File: src/sv/wdf_pkg.sv
// shared types and constants for the word divide with flags pipeline
package wdf_pkg;

    localparam int WORD_W          = 16;
    localparam int LONG_W          = 32;
    localparam int FLAGS_W         = 4;
    localparam int STEPS_PER_STAGE = 2;
    localparam int NUM_STEP_STAGES = WORD_W / STEPS_PER_STAGE;
    localparam int S_TDATA_W       = 56;
    localparam int M_TDATA_W       = 40;

    // condition code bit positions
    localparam int FLAG_N = 3;
    localparam int FLAG_Z = 2;
    localparam int FLAG_V = 1;
    localparam int FLAG_C = 0;

    // divide kinds carried on tuser
    localparam logic KIND_UNSIGNED = 1'b0;
    localparam logic KIND_SIGNED   = 1'b1;

    // signed quotient magnitude limits
    localparam logic [WORD_W-1:0] QPOS_MAX = 16'h7fff;
    localparam logic [WORD_W-1:0] QNEG_MAX = 16'h8000;

    // word state carried down the pipeline
    typedef struct packed {
        logic                is_signed;
        logic                dneg;
        logic                qneg;
        logic                dz;
        logic                ovf_hi;
        logic [FLAGS_W-1:0]  flags;
        logic [WORD_W-1:0]   rem;
        logic [WORD_W-1:0]   lo;
        logic [WORD_W-1:0]   us;
    } wdf_item_t;

endpackage

File: src/sv/wdf_prep.sv
// input stage: operand magnitudes, zero divisor and high word overflow check
module wdf_prep
    import wdf_pkg::*;
(
    input  logic                 aclk,
    input  logic                 aresetn,
    input  logic                 in_valid,
    output logic                 in_ready,
    input  logic                 kind,
    input  logic [LONG_W-1:0]    dividend,
    input  logic [WORD_W-1:0]    divisor,
    input  logic [FLAGS_W-1:0]   flags_in,
    output logic                 out_valid,
    input  logic                 out_ready,
    output wdf_item_t            out_item
);

    logic                valid_reg;
    wdf_item_t           item_reg;
    wdf_item_t           item_next;
    logic                dneg;
    logic                sneg;
    logic [LONG_W-1:0]   ud;
    logic [WORD_W-1:0]   us;

    // magnitudes and sign bookkeeping
    always_comb begin
        dneg = (kind == KIND_SIGNED) && dividend[LONG_W-1];
        sneg = (kind == KIND_SIGNED) && divisor[WORD_W-1];
        ud   = dneg ? (LONG_W'(0) - dividend) : dividend;
        us   = sneg ? (WORD_W'(0) - divisor) : divisor;
        item_next.is_signed = (kind == KIND_SIGNED);
        item_next.dneg      = dneg;
        item_next.qneg      = dneg ^ sneg;
        item_next.dz        = (divisor == '0);
        // quotient needs more than 16 bits when the high word reaches the divisor
        item_next.ovf_hi    = (ud[LONG_W-1:WORD_W] >= us);
        item_next.flags     = flags_in;
        item_next.rem       = ud[LONG_W-1:WORD_W];
        item_next.lo        = ud[WORD_W-1:0];
        item_next.us        = us;
    end

    assign in_ready = !valid_reg || out_ready;

    // stage register
    always_ff @(posedge aclk) begin
        if (!aresetn) begin
            valid_reg <= 1'b0;
        end else if (in_ready) begin
            valid_reg <= in_valid;
        end
    end

    always_ff @(posedge aclk) begin
        if (in_ready && in_valid) begin
            item_reg <= item_next;
        end
    end

    assign out_valid = valid_reg;
    assign out_item  = item_reg;

endmodule

File: src/sv/wdf_step.sv
// one pipeline stage of restoring division, two quotient bits per stage
module wdf_step
    import wdf_pkg::*;
(
    input  logic       aclk,
    input  logic       aresetn,
    input  logic       in_valid,
    output logic       in_ready,
    input  wdf_item_t  in_item,
    output logic       out_valid,
    input  logic       out_ready,
    output wdf_item_t  out_item
);

    logic        valid_reg;
    wdf_item_t   item_reg;
    wdf_item_t   item_next;

    // shift in the next dividend bit, subtract when the divisor fits
    always_comb begin
        logic [WORD_W:0] part;
        logic [WORD_W:0] diff;
        item_next = in_item;
        for (int i = 0; i < STEPS_PER_STAGE; i++) begin
            part = {item_next.rem, item_next.lo[WORD_W-1]};
            diff = part - {1'b0, item_next.us};
            if (part >= {1'b0, item_next.us}) begin
                item_next.rem = diff[WORD_W-1:0];
                item_next.lo  = {item_next.lo[WORD_W-2:0], 1'b1};
            end else begin
                item_next.rem = part[WORD_W-1:0];
                item_next.lo  = {item_next.lo[WORD_W-2:0], 1'b0};
            end
        end
    end

    assign in_ready = !valid_reg || out_ready;

    // stage register
    always_ff @(posedge aclk) begin
        if (!aresetn) begin
            valid_reg <= 1'b0;
        end else if (in_ready) begin
            valid_reg <= in_valid;
        end
    end

    always_ff @(posedge aclk) begin
        if (in_ready && in_valid) begin
            item_reg <= item_next;
        end
    end

    assign out_valid = valid_reg;
    assign out_item  = item_reg;

endmodule

File: src/sv/wdf_fin.sv
// output stage: sign correction, range check, condition codes, output register
module wdf_fin
    import wdf_pkg::*;
(
    input  logic                aclk,
    input  logic                aresetn,
    input  logic                in_valid,
    output logic                in_ready,
    input  wdf_item_t           in_item,
    output logic                out_valid,
    input  logic                out_ready,
    output logic [LONG_W-1:0]   result,
    output logic                write_reg,
    output logic [FLAGS_W-1:0]  flags_out,
    output logic                divide_by_zero
);

    logic                valid_reg;
    logic [LONG_W-1:0]   result_reg;
    logic [LONG_W-1:0]   result_next;
    logic                write_reg_reg;
    logic                write_reg_next;
    logic [FLAGS_W-1:0]  flags_reg;
    logic [FLAGS_W-1:0]  flags_next;
    logic                dz_reg;
    logic                dz_next;
    logic                ovf;
    logic [WORD_W-1:0]   quot;
    logic [WORD_W-1:0]   rem;

    // final quotient and remainder with range check
    always_comb begin
        ovf = in_item.ovf_hi;
        if (in_item.is_signed) begin
            if (in_item.qneg) begin
                ovf = ovf || (in_item.lo > QNEG_MAX);
            end else begin
                ovf = ovf || (in_item.lo > QPOS_MAX);
            end
        end
        quot = in_item.qneg ? (WORD_W'(0) - in_item.lo) : in_item.lo;
        rem  = in_item.dneg ? (WORD_W'(0) - in_item.rem) : in_item.rem;

        result_next    = '0;
        write_reg_next = 1'b0;
        dz_next        = 1'b0;
        flags_next     = in_item.flags;
        if (in_item.dz) begin
            dz_next = 1'b1;
        end else if (ovf) begin
            flags_next[FLAG_V] = 1'b1;
            flags_next[FLAG_C] = 1'b0;
        end else begin
            result_next        = {rem, quot};
            write_reg_next     = 1'b1;
            flags_next         = '0;
            flags_next[FLAG_Z] = (quot == '0);
            flags_next[FLAG_N] = quot[WORD_W-1];
        end
    end

    assign in_ready = !valid_reg || out_ready;

    // output register
    always_ff @(posedge aclk) begin
        if (!aresetn) begin
            valid_reg <= 1'b0;
        end else if (in_ready) begin
            valid_reg <= in_valid;
        end
    end

    always_ff @(posedge aclk) begin
        if (in_ready && in_valid) begin
            result_reg    <= result_next;
            write_reg_reg <= write_reg_next;
            flags_reg     <= flags_next;
            dz_reg        <= dz_next;
        end
    end

    assign out_valid      = valid_reg;
    assign result         = result_reg;
    assign write_reg      = write_reg_reg;
    assign flags_out      = flags_reg;
    assign divide_by_zero = dz_reg;

endmodule

File: src/sv/word_divide_with_flags.sv
// top level: pipelined 32-by-16 unsigned and signed word divide with flags
// stages from accepted input word to output word:
//   1 operand stage, 8 division stages of 2 quotient bits, 1 output stage
// throughput: one word per cycle while m_tready is high; a stage takes a new word when empty or when its word moves on
// reset: synchronous active low aresetn clears all stage valid bits
module word_divide_with_flags
    import wdf_pkg::*;
(
    input  logic                  aclk,
    input  logic                  aresetn,
    input  logic                  s_tvalid,
    output logic                  s_tready,
    // dividend[31:0], divisor[47:32], flags_in[51:48], zero fill above
    input  logic [S_TDATA_W-1:0]  s_tdata,
    // kind[0]
    input  logic                  s_tuser,
    output logic                  m_tvalid,
    input  logic                  m_tready,
    // result[31:0], write_reg[32], flags_out[36:33], divide_by_zero[37], zero fill
    output logic [M_TDATA_W-1:0]  m_tdata
);

    logic       stg_valid [NUM_STEP_STAGES+1];
    logic       stg_ready [NUM_STEP_STAGES+1];
    wdf_item_t  stg_item  [NUM_STEP_STAGES+1];

    logic [LONG_W-1:0]   result;
    logic                write_reg;
    logic [FLAGS_W-1:0]  flags_out;
    logic                divide_by_zero;

    // operand stage
    wdf_prep u_prep (
        .aclk      (aclk),
        .aresetn   (aresetn),
        .in_valid  (s_tvalid),
        .in_ready  (s_tready),
        .kind      (s_tuser),
        .dividend  (s_tdata[LONG_W-1:0]),
        .divisor   (s_tdata[LONG_W+WORD_W-1:LONG_W]),
        .flags_in  (s_tdata[LONG_W+WORD_W+FLAGS_W-1:LONG_W+WORD_W]),
        .out_valid (stg_valid[0]),
        .out_ready (stg_ready[0]),
        .out_item  (stg_item[0])
    );

    // division stages
    for (genvar g = 0; g < NUM_STEP_STAGES; g++) begin : g_step
        wdf_step u_step (
            .aclk      (aclk),
            .aresetn   (aresetn),
            .in_valid  (stg_valid[g]),
            .in_ready  (stg_ready[g]),
            .in_item   (stg_item[g]),
            .out_valid (stg_valid[g+1]),
            .out_ready (stg_ready[g+1]),
            .out_item  (stg_item[g+1])
        );
    end

    // output stage
    wdf_fin u_fin (
        .aclk           (aclk),
        .aresetn        (aresetn),
        .in_valid       (stg_valid[NUM_STEP_STAGES]),
        .in_ready       (stg_ready[NUM_STEP_STAGES]),
        .in_item        (stg_item[NUM_STEP_STAGES]),
        .out_valid      (m_tvalid),
        .out_ready      (m_tready),
        .result         (result),
        .write_reg      (write_reg),
        .flags_out      (flags_out),
        .divide_by_zero (divide_by_zero)
    );

    // pack output word
    assign m_tdata = {2'b00, divide_by_zero, flags_out, write_reg, result};

endmodule

File: config.mk
export PLATFORM = sky130hd
export DESIGN_NAME = word_divide_with_flags
export DESIGN_NICKNAME = d
export VERILOG_FILES = /design/src/sv/wdf_pkg.sv /design/src/sv/wdf_prep.sv /design/src/sv/wdf_step.sv /design/src/sv/wdf_fin.sv /design/src/sv/word_divide_with_flags.sv
export SDC_FILE = /design/constraint.sdc
export NUM_CORES = 1
export LEC_CHECK = 0
export ABC_AREA = 1
export BUFFER_PORTS_ARGS = -buffer_cell sky130_fd_sc_hd__buf_2
export CAP_MARGIN = 10
export CORE_MARGIN = 2
export CORE_UTILIZATION = 47
export CTS_CLUSTER_DIAMETER = 40
export DETAILED_ROUTE_END_ITERATION = 12
export GPL_TIMING_DRIVEN = 0
export MAX_ROUTING_LAYER = met4
export PLACE_DENSITY = 0.65
export REMOVE_ABC_BUFFERS = 1
export SETUP_SLACK_MARGIN = 0.4
export SLEW_MARGIN = 10
export SYNTH_ARGS = -nofsm -noshare
export SYNTH_HDL_FRONTEND = slang
export SYNTH_SLANG_ARGS = --single-unit
File: constraint.sdc
create_clock -name aclk -period 4.7 [get_ports aclk]
set_clock_uncertainty 0.1 [all_clocks]
set_input_delay 0.47 -clock aclk [delete_from_list [all_inputs] [get_ports aclk]]
set_output_delay 0.47 -clock aclk [all_outputs]
set_load 0.05 [all_outputs]
==> impl_results.rst <==
.. list-table::
   :header-rows: 1

   * - Metric
     - Value
   * - Average routed wire per standard cell
     - 15.9 um
   * - Later-pin clock latency in the skew report
     - 0.62 ns
   * - Distinct cell type count of the synthesized netlist
     - 54
   * - Final setup margin
     - 0.595 ns
   * - Antenna diode count
     - 0
   * - Fraction of layout instances using a drive strength above 1
     - 11.7%
   * - Clock transition time at the flip-flop clock pins of the worst setup and hold paths
     - 0.06 ns
   * - Power per unit of standard cell area
     - 406 nW/um^2
   * - CTS Buf Count
     - 81
   * - Reg-to-reg startpoint
     - u_prep.out_item[14]$_DFFE_PP_
   * - First-pass GRT wire length
     - 140,000 um
   * - Fraction of registers with async set/reset
     - 0%
   * - Critical path depth in cells
     - 21
   * - Port bufs
     - 96
   * - Startpoint class of the critical path
     - flop
   * - Remaining antenna violation count after routing
     - 0
   * - Cell at the root of the clock tree
     - sky130_fd_sc_hd__clkbuf_16
   * - Area taken by flip-flops and latches
     - 16,300 um^2
   * - Worst slack after detailed placement
     - -0.328 ns
   * - Type of the worst min-delay path
     - input port to flop
   * - Crit-path max FO
     - 6
   * - First drt pass iteration count
     - 5
   * - Worst reg2reg setup slack
     - 0.60 ns
   * - Transition time at the pin with the least slew margin
     - 1.06 ns
   * - Result of the run
     - finished clean
   * - Post-layout min period
     - 4.10 ns
   * - Multi-input combinational cell area
     - 18,100 um^2
   * - CTS Sinks
     - 545
   * - Seq/Total Area, Yosys
     - 44.5%
   * - Post-Syn Instances
     - 4,331
   * - H-Tree Level Count
     - 3
   * - Peak per-stage delay on the critical path
     - 0.43 ns
   * - Avg Inst Size Synth
     - 8.43 um^2
   * - Cell taking the most area after synthesis
     - sky130_fd_sc_hd__edfxtp_1
   * - Relative area change from synthesis to final layout
     - 14.9%
   * - Post-Synthesis Cell Area
     - 36,500 um^2
   * - Starting density of the core
     - 47.3%
   * - Post-DP HPWL
     - 70,800 um
   * - Headroom to the max-slew limit
     - 28.6%
   * - Placeable core region
     - 77,200 um^2
   * - Final net count
     - 4,887
   * - Setup-violating endpoint count in the final report
     - 0
   * - Number of flops mapped to enable cells by yosys
     - 535
   * - First-iteration detailed-routing DRC count
     - 1,789
   * - Total GRT Usage
     - 22.7%
   * - Required time at the endpoint of the critical path
     - 4.96 ns
   * - Cell with the biggest individual delay on the critical path
     - sky130_fd_sc_hd__ha_1
   * - Number of hold violations in the final report
     - 0
   * - Boundary pin count
     - 103
   * - Crit-path cells
     - inv_1 -> ha_1 -> a21oi_1 -> o21ai_0 -> a31oi_4 -> nand2_4 -> buf_4 -> nand2_1 -> nand2_1 -> ha_1 -> nand3_1 -> nand2_1 -> nand4_1 -> nand2_1 -> nand2_1 -> nand2_2 -> nand2_4 -> buf_4 -> buf_4 -> nand3_1 -> nand2_1
   * - Critical path capture point type
     - flop
   * - Gp weighted congestion
     - 0.947
   * - Critical path arrival
     - 4.37 ns
   * - Number of warnings issued by yosys
     - 0
   * - Width of the die
     - 283 um
   * - Synth Flop Type
     - sky130_fd_sc_hd__edfxtp_1
   * - Total Power
     - 17,000 uW
   * - Count of state elements after synthesis
     - 545
   * - Site row count
     - 102
   * - Bufs and invs on worst path
     - 4
   * - Static leakage power
     - 0.0192 uW
   * - Cell mode on critical path
     - sky130_fd_sc_hd__nand2_1
   * - Total congestion overflow after global routing
     - 0
   * - Most area-consuming cells after synthesis
     - sky130_fd_sc_hd__edfxtp_1 (44%), sky130_fd_sc_hd__nand2_1 (14%), sky130_fd_sc_hd__ha_1 (9.5%)
   * - DR vias/cell
     - 5.11
   * - Post-detailed-routing wire length
     - 89,500 um
   * - CTS tree
     - done
   * - Critical path origin
     - u_prep.out_item[14]$_DFFE_PP_
   * - Cell family contributing the most delay on the critical path
     - simple AND/OR/NAND/NOR gates
   * - Number of cells in the design after placement
     - 5,418
   * - Vert. Die Dim
     - 283 um
   * - Fraction of synthesized cell area taken by the top area cell type
     - 44.0%
   * - Filler Cells Inserted
     - 7,137
   * - Total count of max-transition violations in the final report
     - 0
   * - Max clock buf depth
     - 3
   * - Fin cells
     - 5,640
   * - Unrepaired setup endpoints after global routing
     - true
   * - Reg2Reg Depth
     - 21
   * - Critical path start-end classification
     - flop to flop
   * - Pin count of the biggest net entering global routing
     - 42
   * - Maximum achievable frequency
     - 244 MHz
   * - Via count of the first global-routing pass
     - 26.9k
   * - Area of placed instances
     - 38,200 um^2
   * - Number of antenna violations at the first check in global routing
     - 0
   * - Setup crit end
     - g_step[0].u_step.out_item[35]$_DFFE_PP_
   * - Worst-case vdd ir drop
     - 390 uV
   * - Routed vias
     - 28.8k
   * - Final Instance Area
     - 42,000 um^2
   * - Post-route DRC violation count
     - 0
   * - Total die area
     - 80,000 um^2
   * - Capturing point of the worst reg2reg path
     - g_step[0].u_step.out_item[35]$_DFFE_PP_
   * - Max reg flops
     - 440
   * - Final period util
     - 87.3%
   * - Max-cap check violation count
     - 0
-- repair_timing --
action	in CTS	in global routing
resized for setup	35	75
pin swaps	4	27
hold endpoints to repair	6	0
hold buffers	6	0
gates cloned	0	6
setup endpoints to repair	136	136
setup buffers	4	57
-- cell type report --
class	count	share of cell area, %
clock buffer	91	4.97
clock inverter	58	1.55
inverter	571	5.23
multi-input combinational	3159	43.2
sequential	545	38.8
tap	1040	3.10
timing repair buffer	175	3.16
timing repair inverter	1	0.0209
-- worst register-to-register path: cells and delay by family, from the launching register on --
kind	cells	cell delay, ns
buffers and inverters	4	0.57
and+or+nand+nor	12	1.31
DFF	1	0.38
adders and majority gates	2	0.80
AOI/OAI and AO/OA	3	0.68
-- kinds of logic after synthesis --
logic type / count (synthesis) / share of synthesized area (%)
compound gates: 455 / 6.96
other cells: 1 / 0.0103
xor+xnor: 206 / 4.94
fa+ha+maj: 292 / 10.3
buf+inv: 633 / 7.11
simple gates: 2199 / 26.1
flops: 545 / 44.5
-- report_power, final --
group          leakage (uW)  switching [uW]  internal [uW]
registers           0.00500             148           5740
clock network       0.00133            2300           3620
logic                0.0129            3310           1910
-- per-layer routing --
metal | up-vias | part of all wire [%] | track usage (%)
met5 | - | 0 | -
met4 | 0 | 2.6 | 6.59
met3 | 157 | 4.7 | 3.13
met2 | 634 | 48 | 37.5
met1 | 13168 | 45 | 29.1
li1 | 14870 | - | -
-- placed cells by master, fill, tap and decap left out, types with 69 or more instances in the layout --
master	count
sky130_fd_sc_hd__nand2_1	1315
sky130_fd_sc_hd__inv_1	542
sky130_fd_sc_hd__edfxtp_1	535
sky130_fd_sc_hd__nand3_1	350
sky130_fd_sc_hd__nor2_1	268
sky130_fd_sc_hd__ha_1	259
sky130_fd_sc_hd__a21oi_1	233
sky130_fd_sc_hd__xor2_1	137
sky130_fd_sc_hd__buf_2	96
sky130_fd_sc_hd__o21ai_0	92
sky130_fd_sc_hd__clkbuf_16	82
sky130_fd_sc_hd__xnor2_1	69
-- cells in the mapped netlist, types with 7 or more instances --
cell and count:
sky130_fd_sc_hd__nand3_1 351, sky130_fd_sc_hd__edfxtp_1 535, sky130_fd_sc_hd__o31ai_1 7, sky130_fd_sc_hd__or2_2 23, sky130_fd_sc_hd__nand2_2 31, sky130_fd_sc_hd__nor4_1 10
sky130_fd_sc_hd__xnor2_1 69, sky130_fd_sc_hd__nand2_1 1329, sky130_fd_sc_hd__buf_2 20, sky130_fd_sc_hd__nor2_1 278, sky130_fd_sc_hd__buf_4 15, sky130_fd_sc_hd__xor2_1 137
sky130_fd_sc_hd__clkbuf_1 7, sky130_fd_sc_hd__a31oi_1 11, sky130_fd_sc_hd__a31o_2 8, sky130_fd_sc_hd__inv_1 549, sky130_fd_sc_hd__o21bai_1 8, sky130_fd_sc_hd__o21a_1 12
sky130_fd_sc_hd__nand3b_1 25, sky130_fd_sc_hd__o21ai_0 100, sky130_fd_sc_hd__and2_1 8, sky130_fd_sc_hd__nor3_1 29, sky130_fd_sc_hd__a21oi_2 9, sky130_fd_sc_hd__nor2_4 9
sky130_fd_sc_hd__ha_1 276, sky130_fd_sc_hd__o21ai_2 17, sky130_fd_sc_hd__nand2_4 9, sky130_fd_sc_hd__a21o_1 9, sky130_fd_sc_hd__fa_1 16, sky130_fd_sc_hd__inv_2 20
sky130_fd_sc_hd__a21oi_1 242, sky130_fd_sc_hd__nand3_2 11, sky130_fd_sc_hd__buf_6 18, sky130_fd_sc_hd__o21ai_1 21, sky130_fd_sc_hd__nor2_2 11, sky130_fd_sc_hd__dfxtp_1 10
sky130_fd_sc_hd__nand4_1 58
-- worst min path at each step --
| stage | from | to | slack [ns] | cells past startpoint |
|---|---|---|---|---|
| 6_report | s_tvalid | u_prep.out_valid$_SDFFE_PN0N_ | 0.05 | 3 |
| 5_1_grt | s_tdata[0] | u_prep.out_item[16]$_DFFE_PP_ | 0.03 | 1 |
| 4_1_cts | s_tvalid | u_prep.out_valid$_SDFFE_PN0N_ | 0.01 | 3 |
| 3_5_place_dp | u_prep.out_item[24]$_DFFE_PP_ | g_step[0].u_step.out_item[26]$_DFFE_PP_ | 0.30 | 0 |
| 3_3_place_gp | g_step[0].u_step.out_item[20]$_DFFE_PP_ | g_step[1].u_step.out_item[22]$_DFFE_PP_ | 0.30 | 0 |
| 2_1_floorplan | u_prep.out_item[16]$_DFFE_PP_ | g_step[0].u_step.out_item[18]$_DFFE_PP_ | 0.30 | 0 |
-- metrics by stage --
step	util (%)	hold WS [ns]	TNS [ns]
after floorplan	-	0.300	0
after global placement	49.0	0.301	-163.30
after detailed placement	49.4	0.305	-16.60
after CTS	53.3	0.0110	0
after global routing	54.4	0.0337	0
final	54.4	0.0460	0
Note: power is estimated with default switching activity, not from simulation.
